[src/wtsp_pkg.sv]
// Shared types, constants and command bundle for the world-to-screen projector.
// Depends on nothing; every other file refers to it by scoped names.
package wtsp_pkg;

  // Default parameter values
  localparam int unsigned CoordWidthDef = 32;
  localparam int unsigned FracBitsDef   = 16;

  // Matrix store
  localparam int unsigned MatWords = 12;
  localparam int unsigned MatW     = 32;

  // Configuration register indexes and reset values
  localparam int unsigned CfgIdxW  = 2;
  localparam int unsigned CfgDataW = 31;
  localparam logic [CfgIdxW-1:0] CfgScreenWidth  = 2'd0;
  localparam logic [CfgIdxW-1:0] CfgScreenHeight = 2'd1;
  localparam logic [CfgIdxW-1:0] CfgMinDepth     = 2'd2;
  localparam int unsigned ScrW   = 14;
  localparam int unsigned DepthW = 31;
  localparam logic [ScrW-1:0]   ScreenWidthRst  = 14'd1920;
  localparam logic [ScrW-1:0]   ScreenHeightRst = 14'd1080;
  localparam logic [DepthW-1:0] MinDepthRst     = 31'd66;

  // Input kinds
  localparam logic KindLoad    = 1'b0;
  localparam logic KindProject = 1'b1;

  // Arithmetic widths
  localparam int unsigned AccW    = 64;  // dot product accumulator, wraps
  localparam int unsigned DotW    = 50;  // clamped dot product, +-2^48
  localparam int unsigned ChunkW  = 16;  // multiplier digit
  localparam int unsigned ChunkIdxW = 2;
  localparam int unsigned ScaleChunks = AccW / ChunkW;
  localparam int unsigned MulAW   = 33;
  localparam int unsigned MulBW   = ChunkW + 1;
  localparam int unsigned MulW    = MulAW + MulBW;
  localparam int unsigned NumW    = 63;  // magnitude of a numerator
  localparam int unsigned DenW    = 50;  // twice the depth
  localparam int unsigned ResW    = 16;
  localparam logic signed [AccW-1:0] DotLimit = 64'sd281474976710656;

  typedef enum logic [1:0] {
    A_MAT,
    A_WIDTH,
    A_HEIGHT
  } a_sel_e;

  typedef enum logic [2:0] {
    B_PX,
    B_PY,
    B_PZ,
    B_XC,
    B_YC
  } b_sel_e;

  typedef enum logic [2:0] {
    D_ACC_X,
    D_ACC_Y,
    D_ACC_W,
    D_NUM_X,
    D_NUM_Y
  } dest_e;

  typedef struct packed {
    logic                 mat_write;
    logic                 point_load;
    logic                 mul_en;
    a_sel_e               a_sel;
    logic [3:0]           mat_idx;
    b_sel_e               b_sel;
    logic [ChunkIdxW-1:0] chunk;
    logic                 first;
    logic                 last;
    dest_e                dest;
    logic                 clamp;
    logic                 div_start;
    logic                 res_write;
    logic                 res_zero;
  } cmd_t;

  typedef struct packed {
    logic visible;
    logic div_done;
  } status_t;

endpackage

[src/wtsp_ctrl.sv]
// Controller: sequences loads, the dot product digits, clamp, scaling,
// division and result hand-off. Depends on wtsp_pkg.
module wtsp_ctrl #(
  parameter int unsigned COORD_WIDTH = wtsp_pkg::CoordWidthDef
) (
  input  logic              clk_i,
  input  logic              rst_ni,
  input  logic              in_valid_i,
  input  logic              in_kind_i,
  output logic              in_ready_o,
  input  logic              out_ready_i,
  output logic              out_valid_o,
  input  wtsp_pkg::status_t status_i,
  output wtsp_pkg::cmd_t    cmd_o
);
  localparam int unsigned ChunkIdxW = wtsp_pkg::ChunkIdxW;
  localparam int unsigned DotChunks = (COORD_WIDTH + wtsp_pkg::ChunkW - 1) / wtsp_pkg::ChunkW;

  typedef enum logic [2:0] {
    S_IDLE,
    S_DOT,
    S_DRAIN,
    S_CLAMP,
    S_TEST,
    S_SCALE,
    S_DIV,
    S_FINISH
  } state_e;

  state_e               state_q;
  logic [1:0]           row_q, col_q;
  logic [ChunkIdxW-1:0] chunk_q;
  logic                 drain_q;
  logic                 scale_q;
  logic                 zero_q;
  logic                 out_valid_q;
  logic                 accept;
  logic                 dot_last, scale_last;

  assign accept      = in_valid_i && in_ready_o;
  assign in_ready_o  = (state_q == S_IDLE);
  assign out_valid_o = out_valid_q;
  assign dot_last    = (chunk_q == ChunkIdxW'(DotChunks - 1));
  assign scale_last  = (chunk_q == ChunkIdxW'(wtsp_pkg::ScaleChunks - 1));

  // Decode commands from state and counters
  always_comb begin
    cmd_o            = '0;
    cmd_o.a_sel      = wtsp_pkg::A_MAT;
    cmd_o.b_sel      = wtsp_pkg::B_PX;
    cmd_o.dest       = wtsp_pkg::D_ACC_X;
    cmd_o.mat_write  = accept && (in_kind_i == wtsp_pkg::KindLoad);
    cmd_o.point_load = accept && (in_kind_i == wtsp_pkg::KindProject);
    cmd_o.chunk      = chunk_q;
    cmd_o.first      = (chunk_q == '0);
    unique case (state_q)
      S_DOT: begin
        cmd_o.mul_en  = 1'b1;
        cmd_o.mat_idx = {row_q, col_q};
        cmd_o.b_sel   = wtsp_pkg::b_sel_e'(3'(col_q));
        cmd_o.dest    = wtsp_pkg::dest_e'(3'(row_q));
        cmd_o.last    = dot_last;
      end
      S_SCALE: begin
        cmd_o.mul_en = 1'b1;
        cmd_o.a_sel  = row_q[0] ? wtsp_pkg::A_HEIGHT : wtsp_pkg::A_WIDTH;
        cmd_o.b_sel  = row_q[0] ? wtsp_pkg::B_YC : wtsp_pkg::B_XC;
        cmd_o.dest   = row_q[0] ? wtsp_pkg::D_NUM_Y : wtsp_pkg::D_NUM_X;
        cmd_o.last   = scale_last;
      end
      S_CLAMP: cmd_o.clamp = 1'b1;
      S_FINISH: begin
        cmd_o.res_write = !out_valid_q || out_ready_i;
        cmd_o.res_zero  = zero_q;
      end
      default: ;
    endcase
    // Start the divider once both numerators have settled
    if (state_q == S_DIV && drain_q) cmd_o.div_start = 1'b1;
  end

  // State, counters and output valid
  always_ff @(posedge clk_i or negedge rst_ni) begin
    if (!rst_ni) begin
      state_q     <= S_IDLE;
      row_q       <= '0;
      col_q       <= '0;
      chunk_q     <= '0;
      drain_q     <= 1'b0;
      scale_q     <= 1'b0;
      zero_q      <= 1'b0;
      out_valid_q <= 1'b0;
    end else begin
      if (cmd_o.res_write) out_valid_q <= 1'b1;
      else if (out_ready_i) out_valid_q <= 1'b0;
      unique case (state_q)
        S_IDLE: begin
          row_q   <= '0;
          col_q   <= '0;
          chunk_q <= '0;
          scale_q <= 1'b0;
          if (cmd_o.point_load) state_q <= S_DOT;
        end
        S_DOT: begin
          chunk_q <= chunk_q + 1'b1;
          if (dot_last) begin
            chunk_q <= '0;
            col_q   <= col_q + 1'b1;
            if (col_q == 2'd2) begin
              col_q <= '0;
              row_q <= row_q + 1'b1;
              if (row_q == 2'd2) begin
                row_q   <= '0;
                drain_q <= 1'b0;
                state_q <= S_DRAIN;
              end
            end
          end
        end
        S_DRAIN: begin
          drain_q <= 1'b1;
          if (drain_q) state_q <= scale_q ? S_DIV : S_CLAMP;
        end
        S_CLAMP: state_q <= S_TEST;
        S_TEST: begin
          zero_q  <= !status_i.visible;
          state_q <= status_i.visible ? S_SCALE : S_FINISH;
        end
        S_SCALE: begin
          chunk_q <= chunk_q + 1'b1;
          if (scale_last) begin
            chunk_q <= '0;
            row_q   <= row_q + 1'b1;
            if (row_q[0]) begin
              scale_q <= 1'b1;
              drain_q <= 1'b0;
              state_q <= S_DRAIN;
            end
          end
        end
        S_DIV: begin
          // Ignore the done flag left from the previous point in the start cycle
          drain_q <= 1'b0;
          if (status_i.div_done && !drain_q) state_q <= S_FINISH;
        end
        S_FINISH: if (cmd_o.res_write) state_q <= S_IDLE;
        default: state_q <= S_IDLE;
      endcase
    end
  end

  // Never overwrite a result that is still waiting
  a_no_overwrite: assert property (@(posedge clk_i) disable iff (!rst_ni)
    cmd_o.res_write |-> (!out_valid_q || out_ready_i))
    else $error("result overwritten while pending");

  // A projected point closes the input until its result is written
  a_busy_after_project: assert property (@(posedge clk_i) disable iff (!rst_ni)
    cmd_o.point_load |=> !in_ready_o)
    else $error("input reopened during projection");

  // Divider start clears the done status
  a_div_restart: assert property (@(posedge clk_i) disable iff (!rst_ni)
    cmd_o.div_start |=> !status_i.div_done)
    else $error("divider done flag stale after start");

  // The multiplier never runs while a result is being written
  a_mul_exclusive: assert property (@(posedge clk_i) disable iff (!rst_ni)
    cmd_o.mul_en |-> !cmd_o.res_write && !cmd_o.clamp)
    else $error("multiplier issue overlaps another phase");

endmodule

[config.mk]
export PLATFORM = sky130hd
export DESIGN_NAME = wtsp_ctrl
export DESIGN_NICKNAME = d
export VERILOG_FILES = /design/src/wtsp_pkg.sv /design/src/wtsp_ctrl.sv
export SDC_FILE = /design/constraint.sdc
export NUM_CORES = 1
export LEC_CHECK = 0
export BUFFER_PORTS_ARGS = -buffer_cell sky130_fd_sc_hd__clkbuf_2
export CAP_MARGIN = 20
export CELL_PAD_IN_SITES_DETAIL_PLACEMENT = 0
export CELL_PAD_IN_SITES_GLOBAL_PLACEMENT = 1
export CORE_UTILIZATION = 36
export DETAILED_ROUTE_END_ITERATION = 10
export GPL_TIMING_DRIVEN = 1
export HOLD_SLACK_MARGIN = 0.12
export PLACE_DENSITY = 0.86
export REMOVE_ABC_BUFFERS = 1
export SYNTH_ARGS = -nofsm -noshare
export SYNTH_HDL_FRONTEND = slang
export SYNTH_SLANG_ARGS = --single-unit
[constraint.sdc]
create_clock -name clk_i -period 2.2 [get_ports clk_i]
set_clock_uncertainty 0.2 [all_clocks]
set_input_delay 0.55 -clock clk_i [delete_from_list [all_inputs] [get_ports clk_i]]
set_output_delay 0.55 -clock clk_i [all_outputs]
set_load 0.02 [all_outputs]
# Word level (Yosys, flattened, before mapping)

Index checks and enable logic that the tools add are counted.

Shift-type cells: 0
$mul: 0
Equality and inequality tests: 20
Muxes and demuxes: 44
Magnitude comparators: 0
Reduce and logical (&&, ||, !) cells: 22
Divide/modulo/power cells: 0
Add/sub/neg operators: 3
Bitwise gates (word level): 1

Operators by type and width:

| operator                                              | number |
|---|---|
| 2-to-1 mux 3 bit                                      | 11 |
| 2-to-1 mux 2 bit                                      | 12 |
| one-hot mux 3 bit (8 select lines)                    | 1 |
| inequality test 2 bit, second input constant          | 7 |
| equality test 3 bit, second input constant            | 4 |
| 2-to-1 mux 1 bit                                      | 12 |
| one-hot mux 2 bit (3 select lines)                    | 2 |
| AND reduction 9 bit                                   | 1 |
| one-hot mux 4 bit (2 select lines)                    | 1 |
| adder 2 x 1 -> 2 bit, second input constant           | 3 |
| equality test 2 bit, second input constant            | 3 |
| equality test 3 x 2 -> 1 bit, second input constant   | 2 |
| one-hot mux 3 bit (2 select lines)                    | 1 |
| AND reduction 6 bit                                   | 1 |
| nonzero test 2 bit                                    | 3 |
| logical AND 1 bit                                     | 5 |
| 2-to-1 mux 4 bit                                      | 1 |
| inequality test 2 x 1 -> 1 bit, second input constant | 2 |
| one-hot mux 1 bit (4 select lines)                    | 1 |
| one-hot mux 2 bit (2 select lines)                    | 1 |
| AND reduction 4 bit                                   | 1 |
| nonzero test 4 bit                                    | 1 |
| equality test 3 x 1 -> 1 bit, second input constant   | 1 |
| zero test 1 bit                                       | 3 |
| other kinds (10)                                      | 10 |

Bits in writable memories: 0
Output and inout port bits: 25
Register bits after elaboration: 13
Input bits: 7
Memory bits (read-only): 0
Memories kept: 0
Latch bits: 0

# Depth between registers and ports, before layout

Gate-level depths: netlist of the first run.

Depth in word-level cells: 5
Depth in mapped cells: 6
Gate-level depth less buffers: 6

# Least setup slack after synthesis of the first run

Ideal clock, no wire load.

Path type: reg2out
From: reg state_q[1]
To: out cmd_o[11] (netlist bit)
Setup slack: -125 ps
Data arrival time: 1575 ps
Required time: 1450 ps
Buffers on the path: 1
Cell stages (with the launch flop): 5
Cell sequence: dfrtp_1 > nand2b_1 > buf_2 > nor3_1 > or2_2

RTL lines:

| element                  | line             | source |
|---|---|---|
| start: declaration       | wtsp_ctrl.sv:30  | `state_e state_q;` |
| start signal: assignment | wtsp_ctrl.sv:122 | `if (drain_q) state_q <= scale_q ? S_DIV : S_CLAMP;` |
| start signal: assignment | wtsp_ctrl.sv:127 | `state_q <= status_i.visible ? S_SCALE : S_FINISH;` |
| end: declaration         | wtsp_ctrl.sv:14  | `output wtsp_pkg::cmd_t cmd_o` |

==> results.json, run 1 <==
{
  "status": "finished, final reports clean",
  "cts_buffer_depth": 2,
  "synth-seq-cells": 13,
  "route.detailed.drc": 0,
  "port_buffers": 31,
  "period_minus_slack_ns": 2.17,
  "cts.root.buffer_cell": "clkbuf_4",
  "hp-class": "input pin to register",
  "power.density_nw_per_um2": 1430,
  "viasPerCell": 5.30,
  "cp_slowest_stage_delay_ns": 0.47,
  "antenna_found_initial": 0,
  "vdd_ir_drop_max_mv": 0.864,
  "syn_to_final_growth_pct": 40.7,
  "synth_area_um2": 1010,
  "fin_nets": 176,
  "cp_max_fo": 4,
  "synth_edf_count": 0,
  "synth-main-ff-cell": "dfrtp_1",
  "design_area_um2": 1420,
  "slowest_stage": "dfrtp_2",
  "totalWireLength_um": 2660,
  "rows": 18,
  "ys_warn_count": 0,
  "grt-ovfl-total": 0,
  "cp_data_arrival_time_ns": 1.42,
  "drive_gt1_share_pct": 42.9,
  "ant_nets": 0,
  "min_path_cells": 2,
  "hold_viol_final": 0,
  "grt_usage_pct": 20.6,
  "io-pin-count": 32,
  "core_um2": 2570,
  "critPathLaunchType": "register",
  "cts_sinks": 13,
  "total_power_mw": 2.03,
  "path_cells": "or2_4 -> nor2_4 -> and3_4 -> buf_6",
  "cp-end-kind": "output port",
  "dpl_worst_slack_ns": 0.229,
  "clock_latency_ns": 0.29,
  "ys_types": 37,
  "avgSynthCellArea_um2": 8.45,
  "slew_headroom_pct": 76.9,
  "design.die.area_um2": 3010,
  "hpwl_um": 1910,
  "critPathRequiredTime_ns": 1.45,
  "final.setup.tns_ns": 0,
  "place.detailed.instances": 180,
  "holdWs_ns": 0.251,
  "rsz0062_at_grt": "true",
  "vias": 1012,
  "netlist.top_cell.by_area": "dfrtp_1",
  "drv_cap": 0,
  "maxSlewViolCount": 0,
  "synth_top_cells_by_area": "dfrtp_1 32%, ha_1 8.7%, mux2i_1 6.0%",
  "stdcell_count": 191,
  "dieWidth_um": 54.9,
  "synthArstFlopShare_pct": 100,
  "fin_crit_sh_pct": 98.8,
  "clock.fmax_mhz": 460,
  "place_area_um2": 1210,
  "first_pass_iters": 4,
  "avgRoutedWirePerCell_um": 13.9,
  "start_util_pct": 39.2,
  "antennaDiodeCount": 0,
  "worst_pin_slew_ns": 0.346,
  "grt_pass1_vias": 961,
  "fin_util_pct": 55.1,
  "gp_congestion": 0.815,
  "grt_pass1_wl_um": 4370,
  "leakage_nw": 0.700,
  "ctsHtreeMaxLevel": 1,
  "reg2reg_setup_slack_ns": 0.31,
  "fin_ws_ns": 0.0265,
  "synth_top_area_share_pct": 32.3,
  "ys_seq_area_share_pct": 32.3,
  "grt_start_max_net_pins": 18,
  "numCtsBuffers": 3,
  "criticalPathCategory": "register to output port",
  "cts.clk_slew.worst_paths_ns": 0.09,
  "tritoncts": "yes",
  "r2r_cells": 6,
  "dr.first_iter.drc_count": 26,
  "final-setup-viol-count": 0,
  "syn_inst": 119,
  "die_height_um": 54.9
}
-- sequential cells by signal (all words and copies together), names as in the netlist --
register     count
state_q          3
chunk_q          2
col_q            2
row_q            2
drain_q          1
out_valid_o      1
scale_q          1
zero_q           1
-- synthesized netlist by cell type, types with 2 or more instances --
master	number
inv_1	11
buf_2	4
a31oi_1	2
o21ai_0	10
nor2_1	12
and3_1	4
nand2_1	7
nand3_1	2
nor3_1	7
ha_1	7
buf_4	2
a21oi_1	5
or2_2	3
nand2b_1	3
mux2i_1	6
dfrtp_1	13
-- layout by cell type (no fill, tap or decap), types with 5 or more instances in the layout --
master,n
buf_6,8
mux2i_1,6
dfrtp_1,10
ha_1,6
o21ai_0,10
a21oi_1,5
nand2_1,7
buf_4,13
inv_1,9
clkbuf_2,23
nor2_1,11
-- layer usage --
metal	routed length, um	vias up	track usage (%)	share of wire, %
met2	1360	35	37.8	51
met5	0	-	0	0
met3	168	0	5.28	6.3
met4	0	0	1.28	0
li1	-	496	-	-
met1	1130	481	24.8	43
-- what timing repair did --
action / in CTS / in global routing
pin swaps: 0 / 1
hold buffers: 1 / 0
setup endpoints to repair: 9 / 14
hold endpoints to repair: 13 / 0
gates cloned: 0 / 0
resized for setup: 7 / 37
buffers inserted: 0 / 6
-- area by class of cell --
| type | count | area [um2] |
|---|---|---|
| timing repair buffer | 46 | 318 |
| tap | 30 | 37.5 |
| sequential | 13 | 329 |
| fill | 260 | 1150 |
| clock buffer | 4 | 26.3 |
| inverter | 11 | 43.8 |
| multi-input combinational | 87 | 661 |
-- cells by family (layout without fill, tap and decap cells) --
group	Yosys count	in the layout	synth area share (%)
AOI/OAI and AO/OA	27	27	17.0
xor gates and xnor gates	1	1	0.871
adders and majority gates	7	7	8.71
buffers and inverters	19	61	9.08
DFF	13	13	32.3
muxes	7	7	7.09
and+or+nand+nor	45	45	24.9
-- worst paths after layout --
check                              end   startpoint
max in group asynchronous   state_q[2]       rst_ni
min in group asynchronous  out_valid_o       rst_ni
max                          cmd_o[21]   state_q[2]
min reg2reg                     zero_q       zero_q
max reg2reg                 state_q[0]   chunk_q[1]
min                             zero_q  status_i[1]
-- critical path, delay by kind of cell (launching register included) --
family        cells  cell delay [ns]
flops             1             0.47
buf+inv           1             0.11
simple gates      3             0.57
-- where the power goes --
part / switching (mW) / total [mW] / internal (mW)
Clock: 0.0910 / 0.162 / 0.0706
Sequential: 0.135 / 0.488 / 0.353
Combinational: 0.761 / 1.38 / 0.619
Total: 0.987 / 2.03 / 1.04
Power figures use the tool's default switching activity.
==> inputs of run 2 (changes only) <==
--- a/config.mk
+++ b/config.mk
@@ -7,13 +7,11 @@
 export LEC_CHECK = 0
 export BUFFER_PORTS_ARGS = -buffer_cell sky130_fd_sc_hd__clkbuf_2
 export CAP_MARGIN = 20
-export CELL_PAD_IN_SITES_DETAIL_PLACEMENT = 0
-export CELL_PAD_IN_SITES_GLOBAL_PLACEMENT = 1
-export CORE_UTILIZATION = 36
+export CORE_UTILIZATION = 50
 export DETAILED_ROUTE_END_ITERATION = 10
 export GPL_TIMING_DRIVEN = 1
 export HOLD_SLACK_MARGIN = 0.12
-export PLACE_DENSITY = 0.86
+export PLACE_DENSITY = 0.87
 export REMOVE_ABC_BUFFERS = 1
 export SYNTH_ARGS = -nofsm -noshare
 export SYNTH_HDL_FRONTEND = slang
==> run 2 against run 1 <==
Compared with the run above:
- the run now ends with negative setup slack left
- via count grew 5.5%
- cell count decreased by 4.7%
- non-clock buffer count down 4
- first-iteration DRC count rose by 62%
- power shrank 1.7%
- clock power about the same
- maximum frequency shrank 1.2%
- critical path depth unchanged
- largest power group unchanged
==> results.json, run 2 (synthesis results as in run 1) <==
{
  "fin_ws_ns": -0.000825,
  "critPathLaunchType": "register",
  "cts.clk_slew.worst_paths_ns": 0.09,
  "grt_usage_pct": 26.5,
  "vdd_ir_drop_max_mv": 0.889,
  "r2r_cells": 6,
  "fill_cells": 136,
  "hold_viol_final": 0,
  "viasPerCell": 5.87,
  "final_common_cell": "clkbuf_2",
  "final-setup-viol-count": 1,
  "antennaDiodeCount": 0,
  "clock.fmax_mhz": 454,
  "fin_crit_sh_pct": 100,
  "final_cell_mix": "20 x clkbuf_2, 14 x buf_4, 11 x dfrtp_1, 10 x nor2_1, 10 x o21ai_0",
  "final.setup.tns_ns": -0.000825,
  "critPathRequiredTime_ns": 1.45,
  "cp-end-kind": "output port",
  "largest_reg_flops": 3,
  "maxSlewViolCount": 0,
  "ctsHtreeMaxLevel": 1,
  "cts_buffer_depth": 2,
  "gp_congestion": 0.846,
  "tritoncts": "yes",
  "cts.root.buffer_cell": "clkbuf_4",
  "start_util_pct": 55.8,
  "grt_start_max_net_pins": 18,
  "register_area_um2": 328,
  "dpl_worst_slack_ns": 0.0933,
  "status": "finished, violations left",
  "period_minus_slack_ns": 2.20,
  "drive_gt1_share_pct": 41.4,
  "r2r-end": "state_q[0]",
  "dieWidth_um": 46.9,
  "criticalPathCategory": "register to output port",
  "avgRoutedWirePerCell_um": 15.8,
  "vias": 1068,
  "multi_input_area_um2": 654,
  "reg2reg_setup_slack_ns": 0.26,
  "slew_headroom_pct": 77.1,
  "cp_max_fo": 6,
  "leakage_nw": 0.682,
  "drv_cap": 0,
  "rows": 15,
  "io-pin-count": 32,
  "hp-class": "input pin to register",
  "total_power_mw": 2.00,
  "core_um2": 1800,
  "power.density_nw_per_um2": 1460,
  "die_height_um": 46.9,
  "ant_nets": 0,
  "grt_pass1_vias": 935,
  "numCtsBuffers": 3,
  "cts_sinks": 13,
  "violations": "negative setup slack",
  "holdWs_ns": 0.245,
  "dr.first_iter.drc_count": 42,
  "clock_latency_ns": 0.28,
  "cp_data_arrival_time_ns": 1.45,
  "rsz0062_at_grt": "true",
  "port_buffers": 31,
  "hpwl_um": 1950,
  "antenna_found_initial": 0,
  "critPathLaunch": "state_q[1]",
  "first_pass_iters": 4,
  "worst_pin_slew_ns": 0.344,
  "syn_to_final_growth_pct": 35.4,
  "grt_pass1_wl_um": 4060,
  "endpoint": "cmd_o[16]",
  "fin_nets": 172,
  "route.detailed.drc": 0,
  "totalWireLength_um": 2880,
  "grt-ovfl-total": 0,
  "reg2reg_from": "chunk_q[1]",
  "design.die.area_um2": 2200,
  "largest_register": "state_q"
}
## run 2: timing repair
item                                   CTS  global route
endpoints found under the hold margin   13             0
cloned                                   0             0
resized for setup                       14            30
setup endpoints to repair               13            11
buffers inserted                         2             1
hold buffers                             1             0
pin swaps                                0             1
## run 2: worst min path at each step
| stage | start | end | slack, ns | depth (start not counted) |
|---|---|---|---|---|
| after floorplan | rst_ni | chunk_q[0] | 0.05 | 0 |
| after global placement | rst_ni | state_q[2] | 0.26 | 1 |
| after detailed placement | rst_ni | drain_q | 0.27 | 1 |
| after CTS | status_i[1] | zero_q | 0.25 | 2 |
| after global routing | status_i[1] | zero_q | 0.27 | 2 |
| final | status_i[1] | zero_q | 0.24 | 2 |
## run 2: per-layer routing
metal	vias up	track usage (%)	part of all wire [%]
met5	-	0	0
met3	6	3.85	5.2
met2	41	44.4	51
met1	534	34.8	42
li1	487	-	-
met4	0	9.14	0.87
## run 2: cell type report
cell class / instances / share of cell area [%]
Tap cell: 25 / 2.30
Multi-Input combinational cell: 87 / 48.0
Timing Repair Buffer: 42 / 20.5
Clock buffer: 4 / 1.93
Sequential cell: 13 / 24.1
Inverter: 11 / 3.21
## run 2: report_power, final
part | switching [mW] | internal (mW) | total [mW]
registers | 0.129 | 0.351 | 0.480
logic | 0.782 | 0.575 | 1.36
clock network | 0.0885 | 0.0704 | 0.159
total | 0.999 | 0.996 | 2.00
## run 2: metrics by stage
stage          utilization, %  area (um2)  std cells
2_1_floorplan               -         956        111
3_3_place_gp             66.3        1190        174
3_5_place_dp             66.3        1190        174
4_1_cts                  72.2        1300        181
5_1_grt                  75.6        1360        182
6_report                 75.6        1360        182
## run 2: critical path, stage by stage, from the launching register on
cell and delay (ns):
dfrtp_1 0.41, nand2b_4 0.18, buf_6 0.15, nor3_1 0.23, buf_4 0.20
